<file path="config.mk">
export PLATFORM = sky130hd
export DESIGN_NAME = rgb_to_hsv_pixel_core
export DESIGN_NICKNAME = d
export VERILOG_FILES = /design/src/rtl/rgbhsv_pkg.sv /design/src/rtl/rgbhsv_prep.sv /design/src/rtl/rgbhsv_div_stage.sv /design/src/rtl/rgb_to_hsv_pixel_core.sv
export SDC_FILE = /design/constraint.sdc
export NUM_CORES = 1
export LEC_CHECK = 0
export ABC_AREA = 0
export BUFFER_PORTS_ARGS = -buffer_cell sky130_fd_sc_hd__buf_2
export CORE_ASPECT_RATIO = 0.8
export CORE_MARGIN = 1.5
export CORE_UTILIZATION = 62
export CTS_CLUSTER_SIZE = 16
export DETAILED_ROUTE_END_ITERATION = 12
export PLACE_DENSITY = 0.79
export SLEW_MARGIN = 10
export SYNTH_ARGS = -nofsm -noshare
export SYNTH_HDL_FRONTEND = slang
export SYNTH_SLANG_ARGS = --single-unit
</file>
<file path="constraint.sdc">
create_clock -name clock -period 7.95 [get_ports clock]
set_clock_uncertainty 0.05 [all_clocks]
set_input_delay 0 -clock clock [delete_from_list [all_inputs] [get_ports clock]]
set_output_delay 0 -clock clock [all_outputs]
set_load 0.005 [all_outputs]
</file>
<file path="src/rtl/rgbhsv_pkg.sv">
`timescale 1ns / 1ps

package rgbhsv_pkg;

   // Component and result widths
   localparam int unsigned COMP_W = 8;
   localparam int unsigned QUO_W  = 8;

   // Hue angle numerator m in [0, 6*d), hue = floor(85*m / (2*d))
   localparam int unsigned M_W        = 11;
   localparam int unsigned HUE_REM_W  = 17;
   localparam int unsigned HUE_DIV_W  = COMP_W + 1;
   localparam int unsigned SAT_REM_W  = 16;
   localparam int unsigned SAT_DIV_W  = COMP_W;
   localparam int unsigned HUE_MUL    = 85;

   // Divider layout: quotient bits resolved per stage and number of stages
   localparam int unsigned BITS_PER_STAGE = 2;
   localparam int unsigned DIV_STAGES     = QUO_W / BITS_PER_STAGE;

   // Total latency from accepted beat to result strobe
   localparam int unsigned PREP_STAGES = 3;
   localparam int unsigned LATENCY     = PREP_STAGES + DIV_STAGES;

   // Which component holds the maximum (red tested first, then green)
   typedef enum logic [1:0] {
      SECT_RED   = 2'd0,
      SECT_GREEN = 2'd1,
      SECT_BLUE  = 2'd2
   } hue_sector_type;

   typedef struct packed {
      logic [COMP_W-1:0] red;
      logic [COMP_W-1:0] green;
      logic [COMP_W-1:0] blue;
   } req_type;

   typedef struct packed {
      logic [COMP_W-1:0] hue;
      logic [COMP_W-1:0] saturation;
      logic [COMP_W-1:0] brightness;
   } rsp_type;

   // Payload carried down the divider pipeline (both divisions side by side)
   typedef struct packed {
      logic [COMP_W-1:0]    brightness;
      logic [SAT_REM_W-1:0] sat_rem;
      logic [SAT_DIV_W-1:0] sat_div;
      logic [QUO_W-1:0]     sat_quo;
      logic [HUE_REM_W-1:0] hue_rem;
      logic [HUE_DIV_W-1:0] hue_div;
      logic [QUO_W-1:0]     hue_quo;
   } div_beat_type;

endpackage

</file>
<file path="src/rtl/rgbhsv_prep.sv">
`timescale 1ns / 1ps

module rgbhsv_prep (
   input  logic                       clock,
   input  logic                       reset,
   input  logic                       in_valid,
   input  rgbhsv_pkg::req_type        in_pixel,
   output logic                       out_valid,
   output rgbhsv_pkg::div_beat_type   out_beat
);

   localparam int unsigned CW = rgbhsv_pkg::COMP_W;
   localparam int unsigned MW = rgbhsv_pkg::M_W;
   localparam int unsigned SRW = rgbhsv_pkg::SAT_REM_W;
   localparam int unsigned HRW = rgbhsv_pkg::HUE_REM_W;
   localparam int unsigned HDW = rgbhsv_pkg::HUE_DIV_W;

   // Stage 1: max, min, difference and sector
   logic                        s1_valid_ff, s1_valid_in;
   logic [CW-1:0]               s1_red_ff, s1_green_ff, s1_blue_ff;
   logic [CW-1:0]               s1_max_ff, s1_max_in;
   logic [CW-1:0]               s1_diff_ff, s1_diff_in;
   rgbhsv_pkg::hue_sector_type  s1_sector_ff, s1_sector_in;
   logic [CW-1:0]               min_val;

   // Stage 2: hue numerator m
   logic                        s2_valid_ff;
   logic [CW-1:0]               s2_max_ff;
   logic [CW-1:0]               s2_diff_ff;
   logic [MW-1:0]               s2_m_ff, s2_m_in;
   logic [MW-1:0]               m_base;
   logic [MW-1:0]               m_sub;

   // Stage 3: numerators and divisors
   logic                        s3_valid_ff;
   rgbhsv_pkg::div_beat_type    s3_beat_ff, s3_beat_in;

   assign s1_valid_in = in_valid;

   // Max with red-first tie break, min, difference
   always_comb begin
      if (in_pixel.red >= in_pixel.green && in_pixel.red >= in_pixel.blue) begin
         s1_sector_in = rgbhsv_pkg::SECT_RED;
         s1_max_in    = in_pixel.red;
      end else if (in_pixel.green >= in_pixel.blue) begin
         s1_sector_in = rgbhsv_pkg::SECT_GREEN;
         s1_max_in    = in_pixel.green;
      end else begin
         s1_sector_in = rgbhsv_pkg::SECT_BLUE;
         s1_max_in    = in_pixel.blue;
      end
      min_val = (in_pixel.red < in_pixel.green) ? in_pixel.red : in_pixel.green;
      if (in_pixel.blue < min_val) begin
         min_val = in_pixel.blue;
      end
      s1_diff_in = s1_max_in - min_val;
   end

   // m = k*d + p - q, never negative for the chosen sector
   always_comb begin
      case (s1_sector_ff)
         rgbhsv_pkg::SECT_RED: begin
            if (s1_green_ff >= s1_blue_ff) begin
               m_base = MW'(s1_green_ff);
            end else begin
               m_base = (MW'(s1_diff_ff) << 2) + (MW'(s1_diff_ff) << 1)
                        + MW'(s1_green_ff);
            end
            m_sub = MW'(s1_blue_ff);
         end
         rgbhsv_pkg::SECT_GREEN: begin
            m_base = (MW'(s1_diff_ff) << 1) + MW'(s1_blue_ff);
            m_sub  = MW'(s1_red_ff);
         end
         default: begin
            m_base = (MW'(s1_diff_ff) << 2) + MW'(s1_red_ff);
            m_sub  = MW'(s1_green_ff);
         end
      endcase
      s2_m_in = m_base - m_sub;
   end

   // Constant multiplies; zero divisors become harmless since numerators are zero then
   always_comb begin
      s3_beat_in            = '0;
      s3_beat_in.brightness = s2_max_ff;
      s3_beat_in.sat_rem    = (SRW'(s2_diff_ff) << CW) - SRW'(s2_diff_ff);
      s3_beat_in.sat_div    = (s2_max_ff == '0) ? CW'(1) : s2_max_ff;
      s3_beat_in.hue_rem    = (HRW'(s2_m_ff) << 6) + (HRW'(s2_m_ff) << 4)
                              + (HRW'(s2_m_ff) << 2) + HRW'(s2_m_ff);
      s3_beat_in.hue_div    = (s2_diff_ff == '0) ? HDW'(2) : {s2_diff_ff, 1'b0};
   end

   // Valid chain
   always_ff @(posedge clock) begin
      if (reset) begin
         s1_valid_ff <= 1'b0;
         s2_valid_ff <= 1'b0;
         s3_valid_ff <= 1'b0;
      end else begin
         s1_valid_ff <= s1_valid_in;
         s2_valid_ff <= s1_valid_ff;
         s3_valid_ff <= s2_valid_ff;
      end
   end

   // Payload registers
   always_ff @(posedge clock) begin
      s1_red_ff    <= in_pixel.red;
      s1_green_ff  <= in_pixel.green;
      s1_blue_ff   <= in_pixel.blue;
      s1_max_ff    <= s1_max_in;
      s1_diff_ff   <= s1_diff_in;
      s1_sector_ff <= s1_sector_in;
      s2_max_ff    <= s1_max_ff;
      s2_diff_ff   <= s1_diff_ff;
      s2_m_ff      <= s2_m_in;
      s3_beat_ff   <= s3_beat_in;
   end

   assign out_valid = s3_valid_ff;
   assign out_beat  = s3_beat_ff;

endmodule

</file>
<file path="src/rtl/rgbhsv_div_stage.sv">
`timescale 1ns / 1ps

module rgbhsv_div_stage #(
   parameter int unsigned STAGE_IDX = 0
) (
   input  logic                       clock,
   input  logic                       reset,
   input  logic                       in_valid,
   input  rgbhsv_pkg::div_beat_type   in_beat,
   output logic                       out_valid,
   output rgbhsv_pkg::div_beat_type   out_beat
);

   localparam int unsigned BPS    = rgbhsv_pkg::BITS_PER_STAGE;
   localparam int unsigned QW     = rgbhsv_pkg::QUO_W;
   localparam int unsigned QIDX_W = $clog2(QW);
   localparam int unsigned SRW    = rgbhsv_pkg::SAT_REM_W;
   localparam int unsigned HRW    = rgbhsv_pkg::HUE_REM_W;
   localparam int unsigned HI_BIT = QW - 1 - BPS * STAGE_IDX;

   logic                      valid_ff;
   rgbhsv_pkg::div_beat_type  beat_ff, beat_in;

   // Restoring division, BPS quotient bits for both lanes
   always_comb begin
      int             step;
      logic [SRW-1:0] sat_shift;
      logic [HRW-1:0] hue_shift;
      beat_in = in_beat;
      for (int k = 0; k < BPS; k++) begin
         step      = HI_BIT - k;
         sat_shift = SRW'(beat_in.sat_div) << step;
         hue_shift = HRW'(beat_in.hue_div) << step;
         if (beat_in.sat_rem >= sat_shift) begin
            beat_in.sat_rem                     = beat_in.sat_rem - sat_shift;
            beat_in.sat_quo[step[QIDX_W-1:0]]   = 1'b1;
         end
         if (beat_in.hue_rem >= hue_shift) begin
            beat_in.hue_rem                     = beat_in.hue_rem - hue_shift;
            beat_in.hue_quo[step[QIDX_W-1:0]]   = 1'b1;
         end
      end
   end

   always_ff @(posedge clock) begin
      if (reset) begin
         valid_ff <= 1'b0;
      end else begin
         valid_ff <= in_valid;
      end
   end

   always_ff @(posedge clock) begin
      beat_ff <= beat_in;
   end

   assign out_valid = valid_ff;
   assign out_beat  = beat_ff;

endmodule

</file>
<file path="src/rtl/rgb_to_hsv_pixel_core.sv">
`timescale 1ns / 1ps

// RGB to HSV pixel converter. One pixel beat is taken on every clock that
// start is high; busy never rises, so there is no input backpressure. Each
// result appears on rsp_pixel with rsp_valid high for one cycle, once its
// beat has passed 3 preparation stages for max/min, the hue numerator and
// the constant multiplies, then 4 divider stages that each resolve two
// quotient bits of both divisions. Results come in input order and the
// receiver cannot stall them. Hue maps 360 degrees to 255 (0..254),
// saturation is floor(255*(max-min)/max), brightness is max;
// gray and black pixels give hue and saturation of zero.
module rgb_to_hsv_pixel_core (
   input  logic                 clock,
   input  logic                 reset,
   input  logic                 start,
   output logic                 busy,
   input  rgbhsv_pkg::req_type  req_pixel,
   output logic                 rsp_valid,
   output rgbhsv_pkg::rsp_type  rsp_pixel
);

   localparam int unsigned NST = rgbhsv_pkg::DIV_STAGES;

   logic                      stage_valid [NST+1];
   rgbhsv_pkg::div_beat_type  stage_beat  [NST+1];

   // Pipeline never stalls
   assign busy = 1'b0;

   rgbhsv_prep u_prep (
      .clock     (clock),
      .reset     (reset),
      .in_valid  (start),
      .in_pixel  (req_pixel),
      .out_valid (stage_valid[0]),
      .out_beat  (stage_beat[0])
   );

   // Divider chain
   for (genvar i = 0; i < NST; i++) begin : g_div
      rgbhsv_div_stage #(
         .STAGE_IDX (i)
      ) u_stage (
         .clock     (clock),
         .reset     (reset),
         .in_valid  (stage_valid[i]),
         .in_beat   (stage_beat[i]),
         .out_valid (stage_valid[i+1]),
         .out_beat  (stage_beat[i+1])
      );
   end

   assign rsp_valid            = stage_valid[NST];
   assign rsp_pixel.hue        = stage_beat[NST].hue_quo;
   assign rsp_pixel.saturation = stage_beat[NST].sat_quo;
   assign rsp_pixel.brightness = stage_beat[NST].brightness;

   // Divider finished: remainders below their divisors
   a_rem_done: assert property (@(posedge clock) disable iff (reset)
      rsp_valid |-> (stage_beat[NST].sat_rem < 16'(stage_beat[NST].sat_div)) &&
                    (stage_beat[NST].hue_rem < 17'(stage_beat[NST].hue_div)))
      else $error("divider remainder not reduced");

   // Hue wraps below a full turn
   a_hue_range: assert property (@(posedge clock) disable iff (reset)
      rsp_valid |-> rsp_pixel.hue != 8'hFF)
      else $error("hue out of range");

   // Zero saturation means a gray pixel, whose hue is zero
   a_gray_hue: assert property (@(posedge clock) disable iff (reset)
      rsp_valid && rsp_pixel.saturation == 8'd0 |-> rsp_pixel.hue == 8'd0)
      else $error("gray pixel with nonzero hue");

endmodule
</file>
==> impl_metrics.prom <==
# TYPE chip_impl_metric gauge
chip_impl_metric{name="critical-path-max-stage-delay",unit="ns"} 0.91
chip_impl_metric{name="post_cts_hold_buffer_count",unit=""} 27
chip_impl_metric{name="post_synthesis_net_count",unit=""} 2356
chip_impl_metric{name="post-synth-top-area-fraction",unit="%"} 36.81
chip_impl_metric{name="final_cycle_share",unit="%"} 73.29
chip_impl_metric{name="post_synthesis_compound_gate_area_fraction",unit="%"} 15.87
chip_impl_metric{name="synth.yosys.warnings",unit=""} 0
chip_impl_metric{name="diode_insertion_count_for_antenna_repair",unit=""} 0
chip_impl_metric{name="path_clk_slew",unit="ns"} 0.06
chip_impl_metric{name="via_count_of_the_first_global_routing_pass",unit=""} 14540
chip_impl_metric{name="drt_pass1_iterations",unit=""} 8
chip_impl_metric{name="detail_route.vias_per_cell",unit=""} 5.675
chip_impl_metric{name="netlist_area",unit="µm²"} 19150
chip_impl_metric{name="synth-async-reset-ratio",unit="%"} 0
chip_impl_metric{name="die_width",unit="µm"} 199.5
chip_impl_info{name="worst-setup-path-type",value="register to register"} 1
chip_impl_metric{name="max_slew.worst_pin.slew",unit="ns"} 1.176
chip_impl_metric{name="synth_seq_cells",unit=""} 352
chip_impl_info{name="combinational_family_with_the_most_area_after_synthesis",value="adder cells"} 1
chip_impl_metric{name="floorplan.initialDensity",unit="%"} 63.02
chip_impl_metric{name="final.min_clock_period",unit="ns"} 5.826
chip_impl_info{name="cp_cell_sequence",value="inv_1 -> ha_1 -> nor2b_1 -> o21a_1 -> o21ai_1 -> a211oi_1 -> or2_0 -> a21oi_1 -> fa_1 -> a21o_1 -> a21oi_1 -> o21ai_1 -> a21o_1 -> a21o_1 -> a21oi_1 -> nand2_1 -> nor4_2 -> mux2_2"} 1
chip_impl_info{name="post-synth-top-area-cell",value="sky130_fd_sc_hd__dfxtp_1"} 1
chip_impl_metric{name="synth_edf_count",unit=""} 0
chip_impl_metric{name="routed_wire_length_per_instance",unit="µm"} 15.67
chip_impl_metric{name="clk_latency",unit="ns"} 0.51
chip_impl_metric{name="globalRoute.totalOverflow",unit=""} 0
chip_impl_metric{name="fraction_of_final_layout_cells_sized_beyond_drive_strength_1",unit="%"} 8.603
chip_impl_info{name="ys_top_cells_by_count",value="sky130_fd_sc_hd__dfxtp_1 (352), sky130_fd_sc_hd__ha_1 (231), sky130_fd_sc_hd__inv_1 (170)"} 1
chip_impl_metric{name="cts.path.max_buffers",unit=""} 3
chip_impl_metric{name="syn_to_final_growth",unit="%"} 11.16
chip_impl_metric{name="tritoncts_num_sinks",unit=""} 352
chip_impl_info{name="slowest_stage",value="sky130_fd_sc_hd__nor4_2"} 1
chip_impl_metric{name="fmax",unit="MHz"} 171.6
chip_impl_metric{name="first_pass_grt_wire_length",unit="µm"} 67870
chip_impl_metric{name="post_synth_and_or_nand_nor_area_fraction",unit="%"} 13.76
chip_impl_info{name="ys_top_cells_by_area",value="sky130_fd_sc_hd__dfxtp_1 (37%), sky130_fd_sc_hd__ha_1 (15%), sky130_fd_sc_hd__a21oi_1 (4.0%), sky130_fd_sc_hd__fa_1 (4.0%), sky130_fd_sc_hd__xnor2_1 (3.6%)"} 1
chip_impl_metric{name="grt.met2_usage",unit="%"} 44.95
chip_impl_info{name="type_of_the_tightest_min_delay_check",value="input port to register"} 1
chip_impl_metric{name="detailedPlacementHpwl",unit="µm"} 30760
chip_impl_metric{name="synth-xor-area-share",unit="%"} 5.489
chip_impl_metric{name="final_worst_hold_slack",unit="ns"} 0.1181
chip_impl_metric{name="floorplan.rows",unit=""} 57
chip_impl_metric{name="number_of_cells_produced_by_synthesis",unit=""} 2060
chip_impl_metric{name="route.detailed.drc",unit=""} 0
chip_impl_metric{name="dr.first_iter.drc_count",unit=""} 846
chip_impl_metric{name="routabilityCongestion",unit=""} 0.9001
chip_impl_info{name="grt_setup_unrepaired",value="no"} 1
chip_impl_metric{name="postRouteWirelength",unit="µm"} 40360
chip_impl_metric{name="setup-violations-final",unit=""} 0
chip_impl_metric{name="final_max_slew_violation_count",unit=""} 0
chip_impl_info{name="dominantRegCellSynth",value="sky130_fd_sc_hd__dfxtp_1"} 1
chip_impl_metric{name="ant_nets",unit=""} 0
chip_impl_info{name="cts_tree",value="yes"} 1
chip_impl_metric{name="core",unit="µm²"} 30380
chip_impl_metric{name="cts_buffers",unit=""} 37
chip_impl_metric{name="postSynthAreaPerCell",unit="µm²"} 9.294
chip_impl_info{name="run_status",value="finished, final reports clean"} 1
chip_impl_metric{name="cts.htree.levels",unit=""} 2
chip_impl_metric{name="gr-usage-met1",unit="%"} 33.11
chip_impl_metric{name="final_nets",unit=""} 2433
chip_impl_metric{name="grt_max_degree",unit=""} 39
chip_impl_metric{name="number_of_antenna_violations_at_the_first_check_in_global_routing",unit=""} 0
chip_impl_metric{name="synth-adder-area-share",unit="%"} 19.07
chip_impl_info{name="crit_path_start_kind",value="register"} 1
chip_impl_metric{name="final-hold-violation-count",unit=""} 0
chip_impl_info{name="synth.most_common_cell",value="sky130_fd_sc_hd__dfxtp_1"} 1
chip_impl_metric{name="worst_ep_required_time",unit="ns"} 8.29
chip_impl_metric{name="timing.slew.headroom",unit="%"} 21.47
chip_impl_metric{name="dieArea",unit="µm²"} 31950
chip_impl_metric{name="placement.io_buffers",unit=""} 51
chip_impl_metric{name="seq_area_frac_synth",unit="%"} 36.81
chip_impl_metric{name="postCtsSetupBuffers",unit=""} 0
chip_impl_info{name="crit_path_end_kind",value="register"} 1
chip_impl_info{name="clk_root_buffer_cell",value="sky130_fd_sc_hd__clkbuf_16"} 1
chip_impl_metric{name="io_pins",unit=""} 53
chip_impl_metric{name="route.vias.total",unit=""} 14610
chip_impl_metric{name="netlist-cell-type-count",unit=""} 80
chip_impl_metric{name="worst-endpoint-arrival",unit="ns"} 6.16
chip_impl_metric{name="floorplan.die.height",unit="µm"} 160.2
chip_impl_metric{name="grtUsageTotal",unit="%"} 25.64
chip_impl_metric{name="final.setup.tns",unit="ns"} 0
chip_impl_metric{name="cp_max_fo",unit=""} 13
chip_impl_metric{name="cts_resized",unit=""} 0
chip_impl_metric{name="max_cap_viol_count",unit=""} 0
chip_impl_metric{name="grtUsageMet3",unit="%"} 3.485
chip_impl_metric{name="synth_mux_area_share",unit="%"} 4.725
chip_impl_info{name="grt_most_used_layer",value="met2"} 1
==> flip-flops by register name (all words and copies together), names as in the netlist <==
register and count:
u_prep.s2_diff_ff 8, u_prep.out_beat 57, u_prep.out_valid 1, u_prep.s1_green_ff 8, u_prep.s1_diff_ff 8, u_prep.s1_red_ff 8
g_div.u_stage.out_beat 219, u_prep.s2_max_ff 8, u_prep.s2_valid_ff 1, u_prep.s2_m_ff 11, u_prep.s1_sector_ff 2, u_prep.s1_max_ff 8
u_prep.s1_valid_ff 1, g_div.u_stage.out_valid 4, u_prep.s1_blue_ff 8
==> worst max-delay path: cells and delay by family (launching register included) <==
family	cells	cell delay (ns)
AND/OR/NAND/NOR	4	1.77
buffers and inverters	1	0.13
flip-flops	1	0.32
multiplexers	1	0.43
AO/OA/AOI/OAI	10	2.17
adder cells (fa/ha/maj)	2	0.83
==> kinds of logic after synthesis <==
kind of cell / count (synthesis)
buffers and inverters: 213
AND/OR/NAND/NOR: 533
XOR/XNOR: 120
other: 1
multiplexers: 83
adder cells (fa/ha/maj): 269
AO/OA/AOI/OAI: 489
flip-flops: 352
==> stage by stage <==
step                      cells  utilization (%)  area (µm²)  worst slack [ns]
after floorplan            2060                -       19150             3.143
after detailed placement   2484            65.07       19770             2.227
after global routing       2575            70.05       21280             1.537
after CTS                  2575            70.05       21280             2.106
final                      2575            70.05       21280             2.124
after global placement     2484            65.07       19770             2.341
==> path summary, 6_finish.rpt <==
| kind | to | slack [ns] | depth (start not counted) | start |
|---|---|---|---|---|
| hold reg to reg | g_div[3].u_stage.out_beat[38] | 0.27 | 0 | g_div[2].u_stage.out_beat[38] |
| setup / recovery | g_div[1].u_stage.out_beat[23] | 2.12 | 18 | g_div[0].u_stage.out_beat[10] |
| setup reg to reg | g_div[1].u_stage.out_beat[23] | 2.12 | 18 | g_div[0].u_stage.out_beat[10] |
| hold / removal | u_prep.s1_green_ff[7] | 0.12 | 2 | req_pixel[15] |
==> cell usage in the layout (no fill, tap or decap), types with 6 or more instances in the layout <==
| cell | n |
|---|---|
| sky130_fd_sc_hd__a211oi_1 | 14 |
| sky130_fd_sc_hd__a21boi_0 | 11 |
| sky130_fd_sc_hd__a21o_1 | 44 |
| sky130_fd_sc_hd__a21oi_1 | 154 |
| sky130_fd_sc_hd__a31oi_1 | 11 |
| sky130_fd_sc_hd__and2_1 | 13 |
| sky130_fd_sc_hd__buf_2 | 51 |
| sky130_fd_sc_hd__clkbuf_16 | 37 |
| sky130_fd_sc_hd__clkinvlp_4 | 6 |
| sky130_fd_sc_hd__dfxtp_1 | 352 |
| sky130_fd_sc_hd__dlygate4sd3_1 | 27 |
| sky130_fd_sc_hd__fa_1 | 38 |
| sky130_fd_sc_hd__ha_1 | 231 |
| sky130_fd_sc_hd__inv_1 | 170 |
| sky130_fd_sc_hd__mux2_2 | 42 |
| sky130_fd_sc_hd__mux2i_1 | 33 |
| sky130_fd_sc_hd__nand2_1 | 117 |
| sky130_fd_sc_hd__nand2b_1 | 30 |
| sky130_fd_sc_hd__nand3_1 | 22 |
| sky130_fd_sc_hd__nand3b_1 | 7 |
| sky130_fd_sc_hd__nand4_1 | 19 |
| sky130_fd_sc_hd__nor2_1 | 155 |
| sky130_fd_sc_hd__nor2b_1 | 46 |
| sky130_fd_sc_hd__nor3_1 | 53 |
| sky130_fd_sc_hd__nor4_1 | 12 |
| sky130_fd_sc_hd__o211ai_1 | 11 |
| sky130_fd_sc_hd__o21a_1 | 39 |
| sky130_fd_sc_hd__o21ai_0 | 120 |
| sky130_fd_sc_hd__o21ai_1 | 11 |
| sky130_fd_sc_hd__o21bai_1 | 7 |
| sky130_fd_sc_hd__o31a_1 | 6 |
| sky130_fd_sc_hd__o31ai_1 | 10 |
| sky130_fd_sc_hd__o41ai_1 | 7 |
| sky130_fd_sc_hd__or2_2 | 12 |
| sky130_fd_sc_hd__or3_1 | 13 |
| sky130_fd_sc_hd__or4_1 | 8 |
| sky130_fd_sc_hd__xnor2_1 | 79 |
| sky130_fd_sc_hd__xor2_1 | 41 |
==> per-layer routing <==
layer	vias up	share of wire [%]	routed length, µm
met1	6876	46	18510
met5	-	0	0
met4	0	1.8	720
met3	65	4.2	1678
met2	303	48	19440
li1	7370	-	-
==> cell type report <==
type / instances / area (µm²)
Multi-Input combinational cell: 1495 / 11290
Clock inverter: 19 / 246.5
Clock buffer: 45 / 996.0
Timing Repair Buffer: 81 / 548.0
Sequential cell: 352 / 7047
Fill cell: 2320 / 9100
Tap cell: 413 / 516.7
Inverter: 170 / 638.1
Power is not shown: default switching activity piles up to over one toggle a cycle in this logic, so the estimate is an artifact.
